### src/hw/rtl/smd_pkg.sv
package smd_pkg;

	localparam int DEPTH = 32;
	localparam int AW = (DEPTH > 1) ? $clog2(DEPTH) : 1;
	localparam int CW = $clog2(DEPTH + 1);

	localparam logic [1:0] FUNC_LOAD_A = 2'd0;
	localparam logic [1:0] FUNC_LOAD_B = 2'd1;
	localparam logic [1:0] FUNC_DIFF   = 2'd2;
	localparam logic [1:0] FUNC_CLEAR  = 2'd3;

	typedef struct packed {
		logic [1:0]         func;
		logic signed [31:0] value;
	} cmd_t;

	typedef struct packed {
		logic signed [31:0] result_value;
		logic               result_last;
		logic [5:0]         result_count;
		logic               result_empty;
		logic               load_overflow;
	} res_t;

	typedef enum logic [3:0] {
		ST_IDLE,
		ST_LD_CMP,
		ST_LD_WR,
		ST_LD_DONE,
		ST_M_CHK,
		ST_M_CMP,
		ST_EMPTY,
		ST_EM_RD,
		ST_EM_OUT
	} state_t;

endpackage

### src/hw/rtl/sorted_multiset_difference.sv
// A load inserts its value into the sorted store, shifting up each stored element greater than
// it, and gives one word; a load into a full store inserts nothing and gives one word.
// A difference takes at most count A + count B merge steps, then reads each result word
// back from store A, or gives a single empty word for an empty result.
// One command word is in flight at a time, and a clear gives no result word.
// Reset empties both stores by clearing their counts; the memories are not cleared.
module sorted_multiset_difference (
	input  logic          clk,
	input  logic          arst_n,
	input  logic          cmd_valid,
	output logic          cmd_stall,
	input  smd_pkg::cmd_t cmd,
	output logic          res_valid,
	input  logic          res_stall,
	output smd_pkg::res_t res
);
	import smd_pkg::*;

	logic signed [31:0] mem_a [DEPTH];
	logic signed [31:0] mem_b [DEPTH];

	state_t state_q, state_d;

	logic [CW-1:0] count_a_q, count_b_q;
	logic [CW-1:0] pos_q, i_q, j_q, n_q, k_q;
	logic          sel_b_q, ovf_q, have_last_q;
	logic signed [31:0] key_q, last_q;

	logic res_valid_q;
	res_t res_q;

	logic          a_we, a_re, b_we, b_re;
	logic [AW-1:0] a_waddr, a_raddr, b_waddr, b_raddr;
	logic signed [31:0] a_wdata, b_wdata, a_rdata, b_rdata;

	logic          out_free, cmd_take, st_we, st_re;
	logic [AW-1:0] st_waddr, st_raddr;
	logic signed [31:0] st_wdata, st_rdata;
	logic [CW-1:0] pos_m1, ld_count;
	logic          b_live, take_a, keep_x, emit_last;

	assign out_free  = !res_valid_q || !res_stall;
	assign cmd_stall = (state_q != ST_IDLE);
	assign cmd_take  = cmd_valid && (state_q == ST_IDLE);
	assign res_valid = res_valid_q;
	assign res       = res_q;

	assign ld_count  = (cmd.func == FUNC_LOAD_B) ? count_b_q : count_a_q;
	assign st_rdata  = sel_b_q ? b_rdata : a_rdata;
	assign pos_m1    = pos_q - CW'(1);
	assign b_live    = (j_q < count_b_q);
	assign take_a    = !b_live || (a_rdata < b_rdata);
	assign keep_x    = !have_last_q || (last_q != a_rdata);
	assign emit_last = ((k_q + CW'(1)) == n_q);

	always_ff @(posedge clk) begin
		if (a_we) begin
			mem_a[a_waddr] <= a_wdata;
		end
		if (a_re) begin
			a_rdata <= mem_a[a_raddr];
		end
	end

	always_ff @(posedge clk) begin
		if (b_we) begin
			mem_b[b_waddr] <= b_wdata;
		end
		if (b_re) begin
			b_rdata <= mem_b[b_raddr];
		end
	end

	always_comb begin
		state_d  = state_q;
		st_we    = 1'b0;
		st_re    = 1'b0;
		st_waddr = pos_q[AW-1:0];
		st_raddr = pos_m1[AW-1:0];
		st_wdata = key_q;
		a_we     = 1'b0;
		a_re     = 1'b0;
		b_re     = 1'b0;
		a_waddr  = n_q[AW-1:0];
		a_wdata  = a_rdata;
		a_raddr  = i_q[AW-1:0];
		b_raddr  = j_q[AW-1:0];
		case (state_q)
			ST_IDLE: begin
				if (cmd_take) begin
					case (cmd.func)
						FUNC_LOAD_A, FUNC_LOAD_B: begin
							if (ld_count >= CW'(DEPTH)) begin
								state_d = ST_LD_DONE;
							end else if (ld_count == '0) begin
								state_d = ST_LD_WR;
							end else begin
								a_re    = (cmd.func == FUNC_LOAD_A);
								b_re    = (cmd.func == FUNC_LOAD_B);
								a_raddr = AW'(ld_count - CW'(1));
								b_raddr = AW'(ld_count - CW'(1));
								state_d = ST_LD_CMP;
							end
						end
						FUNC_DIFF: begin
							state_d = ST_M_CHK;
						end
						default: begin
							state_d = ST_IDLE;
						end
					endcase
				end
			end
			ST_LD_CMP: begin
				if (st_rdata > key_q) begin
					st_we    = 1'b1;
					st_wdata = st_rdata;
					if (pos_m1 == '0) begin
						state_d = ST_LD_WR;
					end else begin
						st_re    = 1'b1;
						st_raddr = AW'(pos_m1 - CW'(1));
						state_d  = ST_LD_CMP;
					end
				end else begin
					st_we   = 1'b1;
					state_d = ST_LD_DONE;
				end
			end
			ST_LD_WR: begin
				st_we   = 1'b1;
				state_d = ST_LD_DONE;
			end
			ST_LD_DONE: begin
				if (out_free) begin
					state_d = ST_IDLE;
				end
			end
			ST_M_CHK: begin
				if (i_q >= count_a_q) begin
					state_d = (n_q == '0) ? ST_EMPTY : ST_EM_RD;
				end else begin
					a_re    = 1'b1;
					b_re    = 1'b1;
					state_d = ST_M_CMP;
				end
			end
			ST_M_CMP: begin
				a_we    = take_a && keep_x;
				state_d = ST_M_CHK;
			end
			ST_EMPTY: begin
				if (out_free) begin
					state_d = ST_IDLE;
				end
			end
			ST_EM_RD: begin
				a_re    = 1'b1;
				a_raddr = k_q[AW-1:0];
				state_d = ST_EM_OUT;
			end
			ST_EM_OUT: begin
				if (out_free) begin
					state_d = emit_last ? ST_IDLE : ST_EM_RD;
				end
			end
			default: begin
				state_d = ST_IDLE;
			end
		endcase
		if (st_we && !sel_b_q) begin
			a_we    = 1'b1;
			a_waddr = st_waddr;
			a_wdata = st_wdata;
		end
		if (st_re && !sel_b_q) begin
			a_re    = 1'b1;
			a_raddr = st_raddr;
		end
		b_we    = st_we && sel_b_q;
		b_waddr = st_waddr;
		b_wdata = st_wdata;
		if (st_re && sel_b_q) begin
			b_re    = 1'b1;
			b_raddr = st_raddr;
		end
	end

	always_ff @(posedge clk or negedge arst_n) begin
		if (!arst_n) begin
			state_q <= ST_IDLE;
		end else begin
			state_q <= state_d;
		end
	end

	always_ff @(posedge clk or negedge arst_n) begin
		if (!arst_n) begin
			count_a_q   <= '0;
			count_b_q   <= '0;
			res_valid_q <= 1'b0;
		end else begin
			if (cmd_take && cmd.func == FUNC_CLEAR) begin
				count_a_q <= '0;
				count_b_q <= '0;
			end
			if (st_we && (state_d == ST_LD_DONE)) begin
				if (sel_b_q) begin
					count_b_q <= count_b_q + CW'(1);
				end else begin
					count_a_q <= count_a_q + CW'(1);
				end
			end
			if (state_q == ST_M_CHK && i_q >= count_a_q) begin
				count_a_q <= n_q;
			end
			if (out_free && (state_q == ST_LD_DONE || state_q == ST_EMPTY ||
			    state_q == ST_EM_OUT)) begin
				res_valid_q <= 1'b1;
			end else if (res_valid_q && !res_stall) begin
				res_valid_q <= 1'b0;
			end
		end
	end

	always_ff @(posedge clk) begin
		if (cmd_take) begin
			key_q       <= cmd.value;
			sel_b_q     <= (cmd.func == FUNC_LOAD_B);
			i_q         <= '0;
			j_q         <= '0;
			n_q         <= '0;
			k_q         <= '0;
			have_last_q <= 1'b0;
			if (cmd.func == FUNC_LOAD_B) begin
				pos_q <= count_b_q;
				ovf_q <= (count_b_q >= CW'(DEPTH));
			end else begin
				pos_q <= count_a_q;
				ovf_q <= (count_a_q >= CW'(DEPTH));
			end
		end
		case (state_q)
			ST_LD_CMP: begin
				pos_q <= pos_m1;
			end
			ST_M_CMP: begin
				if (take_a) begin
					i_q <= i_q + CW'(1);
					if (keep_x) begin
						n_q         <= n_q + CW'(1);
						last_q      <= a_rdata;
						have_last_q <= 1'b1;
					end
				end else if (a_rdata > b_rdata) begin
					j_q <= j_q + CW'(1);
				end else begin
					i_q <= i_q + CW'(1);
					j_q <= j_q + CW'(1);
				end
			end
			ST_EM_OUT: begin
				if (out_free) begin
					k_q <= k_q + CW'(1);
				end
			end
			default: begin
			end
		endcase
		if (out_free) begin
			case (state_q)
				ST_LD_DONE: begin
					res_q <= '{32'sd0, 1'b0, 6'd0, 1'b0, ovf_q};
				end
				ST_EMPTY: begin
					res_q <= '{32'sd0, 1'b1, 6'd0, 1'b1, 1'b0};
				end
				ST_EM_OUT: begin
					res_q <= '{a_rdata, emit_last, 6'(n_q), 1'b0, 1'b0};
				end
				default: begin
				end
			endcase
		end
	end

endmodule

### config.mk
export PLATFORM = sky130hd
export DESIGN_NAME = sorted_multiset_difference
export DESIGN_NICKNAME = d
export VERILOG_FILES = /design/src/hw/rtl/smd_pkg.sv /design/src/hw/rtl/sorted_multiset_difference.sv
export SDC_FILE = /design/constraint.sdc
export NUM_CORES = 2
export LEC_CHECK = 0
export ABC_AREA = 1
export BUFFER_PORTS_ARGS = -buffer_cell sky130_fd_sc_hd__buf_2
export CELL_PAD_IN_SITES_DETAIL_PLACEMENT = 1
export CELL_PAD_IN_SITES_GLOBAL_PLACEMENT = 1
export CORE_MARGIN = 2
export CORE_UTILIZATION = 47
export CTS_BUF_LIST = sky130_fd_sc_hd__clkbuf_16
export DETAILED_ROUTE_END_ITERATION = 10
export GPL_ROUTABILITY_DRIVEN = 1
export PLACE_DENSITY = 0.82
export SYNTH_ARGS = -nofsm -noshare
export SYNTH_HDL_FRONTEND = slang
export SYNTH_SLANG_ARGS = --single-unit
### constraint.sdc
create_clock -name clk -period 5.65 [get_ports clk]
set_input_delay 0.2825 -clock clk [delete_from_list [all_inputs] [get_ports clk]]
set_output_delay 0.2825 -clock clk [all_outputs]
set_load 0.05 [all_outputs]
==> metrics.cfg <==
[layout]
final_core_util_pct = 53.8
area_growth_pct = 13.7
nets = 8270
layout-drive-gt1-share_pct = 10.2

[global_route]
grt_pass1_vias = 74600
grt_max_degree = 117
overflow = 0
track_usage_pct = 33.1
antenna_found_initial = 11
grt_pass1_wl_mm = 499

[floorplanning]
start_util_pct = 47.3
coreArea_mm2 = 0.200
fp.dieArea_mm2 = 0.205
io_pins = 81
die_y_um = 453
fp-row-count = 164
die_width_um = 453

[power]
powerDensity_mw_per_mm2 = 669
irDropWorstVdd_v = 0.000826
leakage_nw = 38.2

[timing]
finalCritPeriodShare_pct = 94.1
setup_ws_ps = 331
layout_min_cycle_time_ps = 5320
hold_violations = 0
setup_violations = 0
clock.fmax_mhz = 188
whs_ps = 128
tns_ps = 0
clock_skew_ps = 33.7
slew_headroom_pct = 4.70
rsz0062_at_grt = false
slew_viol_final = 0
tightestPinTransition_ps = 1430

[logic_synthesis]
ys_seq_elements = 2267
postSynthCellCount = 8018
synth_area_mm2 = 0.0947
seq_area_frac_synth_pct = 71.6
avgSynthCellArea_um2 = 11.8
ys_warn_count = 0
syn_nets = 8150
synth_cell_types = 50

[worst_setup_path]
cp_top_family = simple AND/OR/NAND/NOR gates
path_common_cell = nand2_1
slowest_stage = edfxtp_1
path_max_fanout = 42
critPathArrivalTime_ps = 5880
max_stage_delay_ps = 540
startpoint_type = register
cp-end-kind = register
critPathBufInv = 4
crit_type = reg2reg
worstPathRequired_ps = 6210

[outcome]
status = complete, no violations

[route]
via_count = 70700
routed_wl_mm = 344
drc = 0
drt-wirelength-per-cell_um = 31.3
drt_iter0_drc = 9333
routed_via_density = 6.44
antenna_left = 0
drt_pass1_iterations = 6

[clock_network]
htreeDepth = 4
clk_latency_ps = 890
clkTransAtPathRegs_ps = 70
cts_tree = yes
clock_path_buffers = 3
clockRootBuffer = clkbuf_16
cts_buffers = 218
clock_sinks = 2267

[run]
cap_violations = 0

[placement]
port_buffers = 80
hpwl_mm = 192
pre_cts_ws_ps = 399
place_congestion = 0.947

[worst_hold_path]
min_path_type = in2reg

-- repair_timing --
item / 4_1_cts / 5_1_grt
endpoints found under the hold margin: 63 / 0
setup endpoints to repair: 0 / 3
resized for setup: 0 / 0
hold buffers: 38 / 0
buffers inserted: 0 / 4
-- through the flow --
step,cell area [µm²],total power [mW],cells
3_5_place_dp,100000,56.1,10500
6_report,108000,72.0,11000
3_3_place_gp,100000,54.2,10500
4_1_cts,108000,71.1,11000
2_1_floorplan,94700,43.4,8018
5_1_grt,108000,74.6,11000
-- sequential cells by signal (all words and copies together) (netlist names), 32 cells and up --
signal   cells
key_q       32
res         41
a_rdata     32
last_q      32
mem_a     1024
mem_b     1024
b_rdata     32
-- layout make-up --
type	instances	area [µm²]
Clock buffer	221	5530
Clock inverter	177	1440
Antenna cell	7	17.5
Inverter	214	810
Multi-Input combinational cell	5024	24600
Fill cell	20300	92400
Timing Repair Buffer	413	4190
Tap cell	2656	3320
Sequential cell	2267	67700
-- per-layer routing --
layer / up-vias / wire length [µm] / GRT usage (%)
met3: 1478 / 35500 / 6.72
met2: 4848 / 165000 / 54.5
li1: 29000 / - / -
met1: 35300 / 117000 / 39.4
met5: - / 50 / 0
met4: 8 / 26900 / 22.2
-- layout by cell type, fill, tap and decap left out, drive strengths merged, types with 2 or more instances in the layout --
cell type,netlist,final
clkbuf,103,221
o31ai,3,3
inv,213,272
clkinv,1,95
a21oi,44,44
clkinvlp,0,2
ha,94,94
nand2,1972,1972
o21bai,2,2
o21ai,169,169
nor2,167,167
buf,410,375
o22ai,4,4
xor2,36,36
dlygate4sd3,0,38
nor3,14,14
bufinv,0,22
dfxtp,25,25
edfxtp,2225,2225
nor4,9,9
dfrtp,17,17
or2,7,7
a21boi,4,4
nand4,22,22
o211ai,6,6
xnor2,13,13
a31oi,2,2
nand3,2436,2436
o31a,2,2
o2111ai,2,2
o21a,8,8
diode,0,7
-- kinds of logic after synthesis --
logic type | count (synthesis) | share of synthesized area (%)
muxes | 1 | 0.0106
DFF | 2267 | 71.6
buffers and inverters | 727 | 3.45
AOI/OAI and AO/OA | 252 | 1.44
adders and majority gates | 94 | 1.24
xor gates and xnor gates | 49 | 0.453
and+or+nand+nor | 4628 | 21.9
-- report_power, final --
part	total [mW]	switching, mW	internal, mW
clock	14.7	6.64	8.08
sequential	24.9	1.05	23.8
combinational	32.4	24.3	8.15
-- Yosys cell counts (all sizes together) --
cell	count	area [µm²]
a221oi	1	8.76
xor2	36	315
a21o	1	7.51
a211o	1	8.76
a21oi	44	220
xnor2	13	114
or2	7	43.8
o211ai	6	45.0
nand3	2436	12200
buf	410	2070
o21a	8	60.1
o32ai	1	8.76
mux2i	1	10.0
o21bai	2	15.0
a31oi	2	12.5
o41ai	1	8.76
o22ai	4	25.0
nand2	1972	7450
nor2	167	653
clkbuf	103	387
a21boi	4	30.0
nand4	22	168
dfxtp	25	500
clkinv	1	3.75
inv	213	800
o31a	2	17.5
o2111ai	2	17.5
nand3b	1	7.51
o21ai	169	846
o31ai	3	22.5
edfxtp	2225	66800
ha	94	1180
nor3	14	75.1
dfrtp	17	425
nor4	9	62.6
o311ai	1	8.76
-- worst register-to-register path, cell delays in order, from the launching register on --
cell	delay (ps)
edfxtp_1	540
inv_1	190
o21ai_0	340
ha_1	320
nand2_1	80
nor2_1	60
buf_4	170
nand2_1	80
nand2_1	120
nand2_1	90
nand2_1	90
nand2_1	130
nand2_1	100
nand2_1	130
nand3_4	130
nor2_8	350
nand3_4	260
nand2_8	170
nand2_8	290
buf_12	360
buf_12	220
nand2_1	90
nand3_1	100
nand3_1	110
nand3_1	120
nand3_1	140
nand2_1	240
-- worst paths after layout --
kind	start	endpoint	slack [ps]	depth (start not counted)
setup / recovery	a_rdata[4]	a_rdata[7]	330	26
hold / removal	cmd[28]	key_q[28]	130	2
hold reg to reg	have_last_q	have_last_q	490	2
max in group asynchronous	arst_n	count_b_q[3]	4250	3
setup reg to reg	a_rdata[4]	a_rdata[7]	330	26
min in group asynchronous	arst_n	count_a_q[1]	760	3
(Power assumes the default switching activity.)
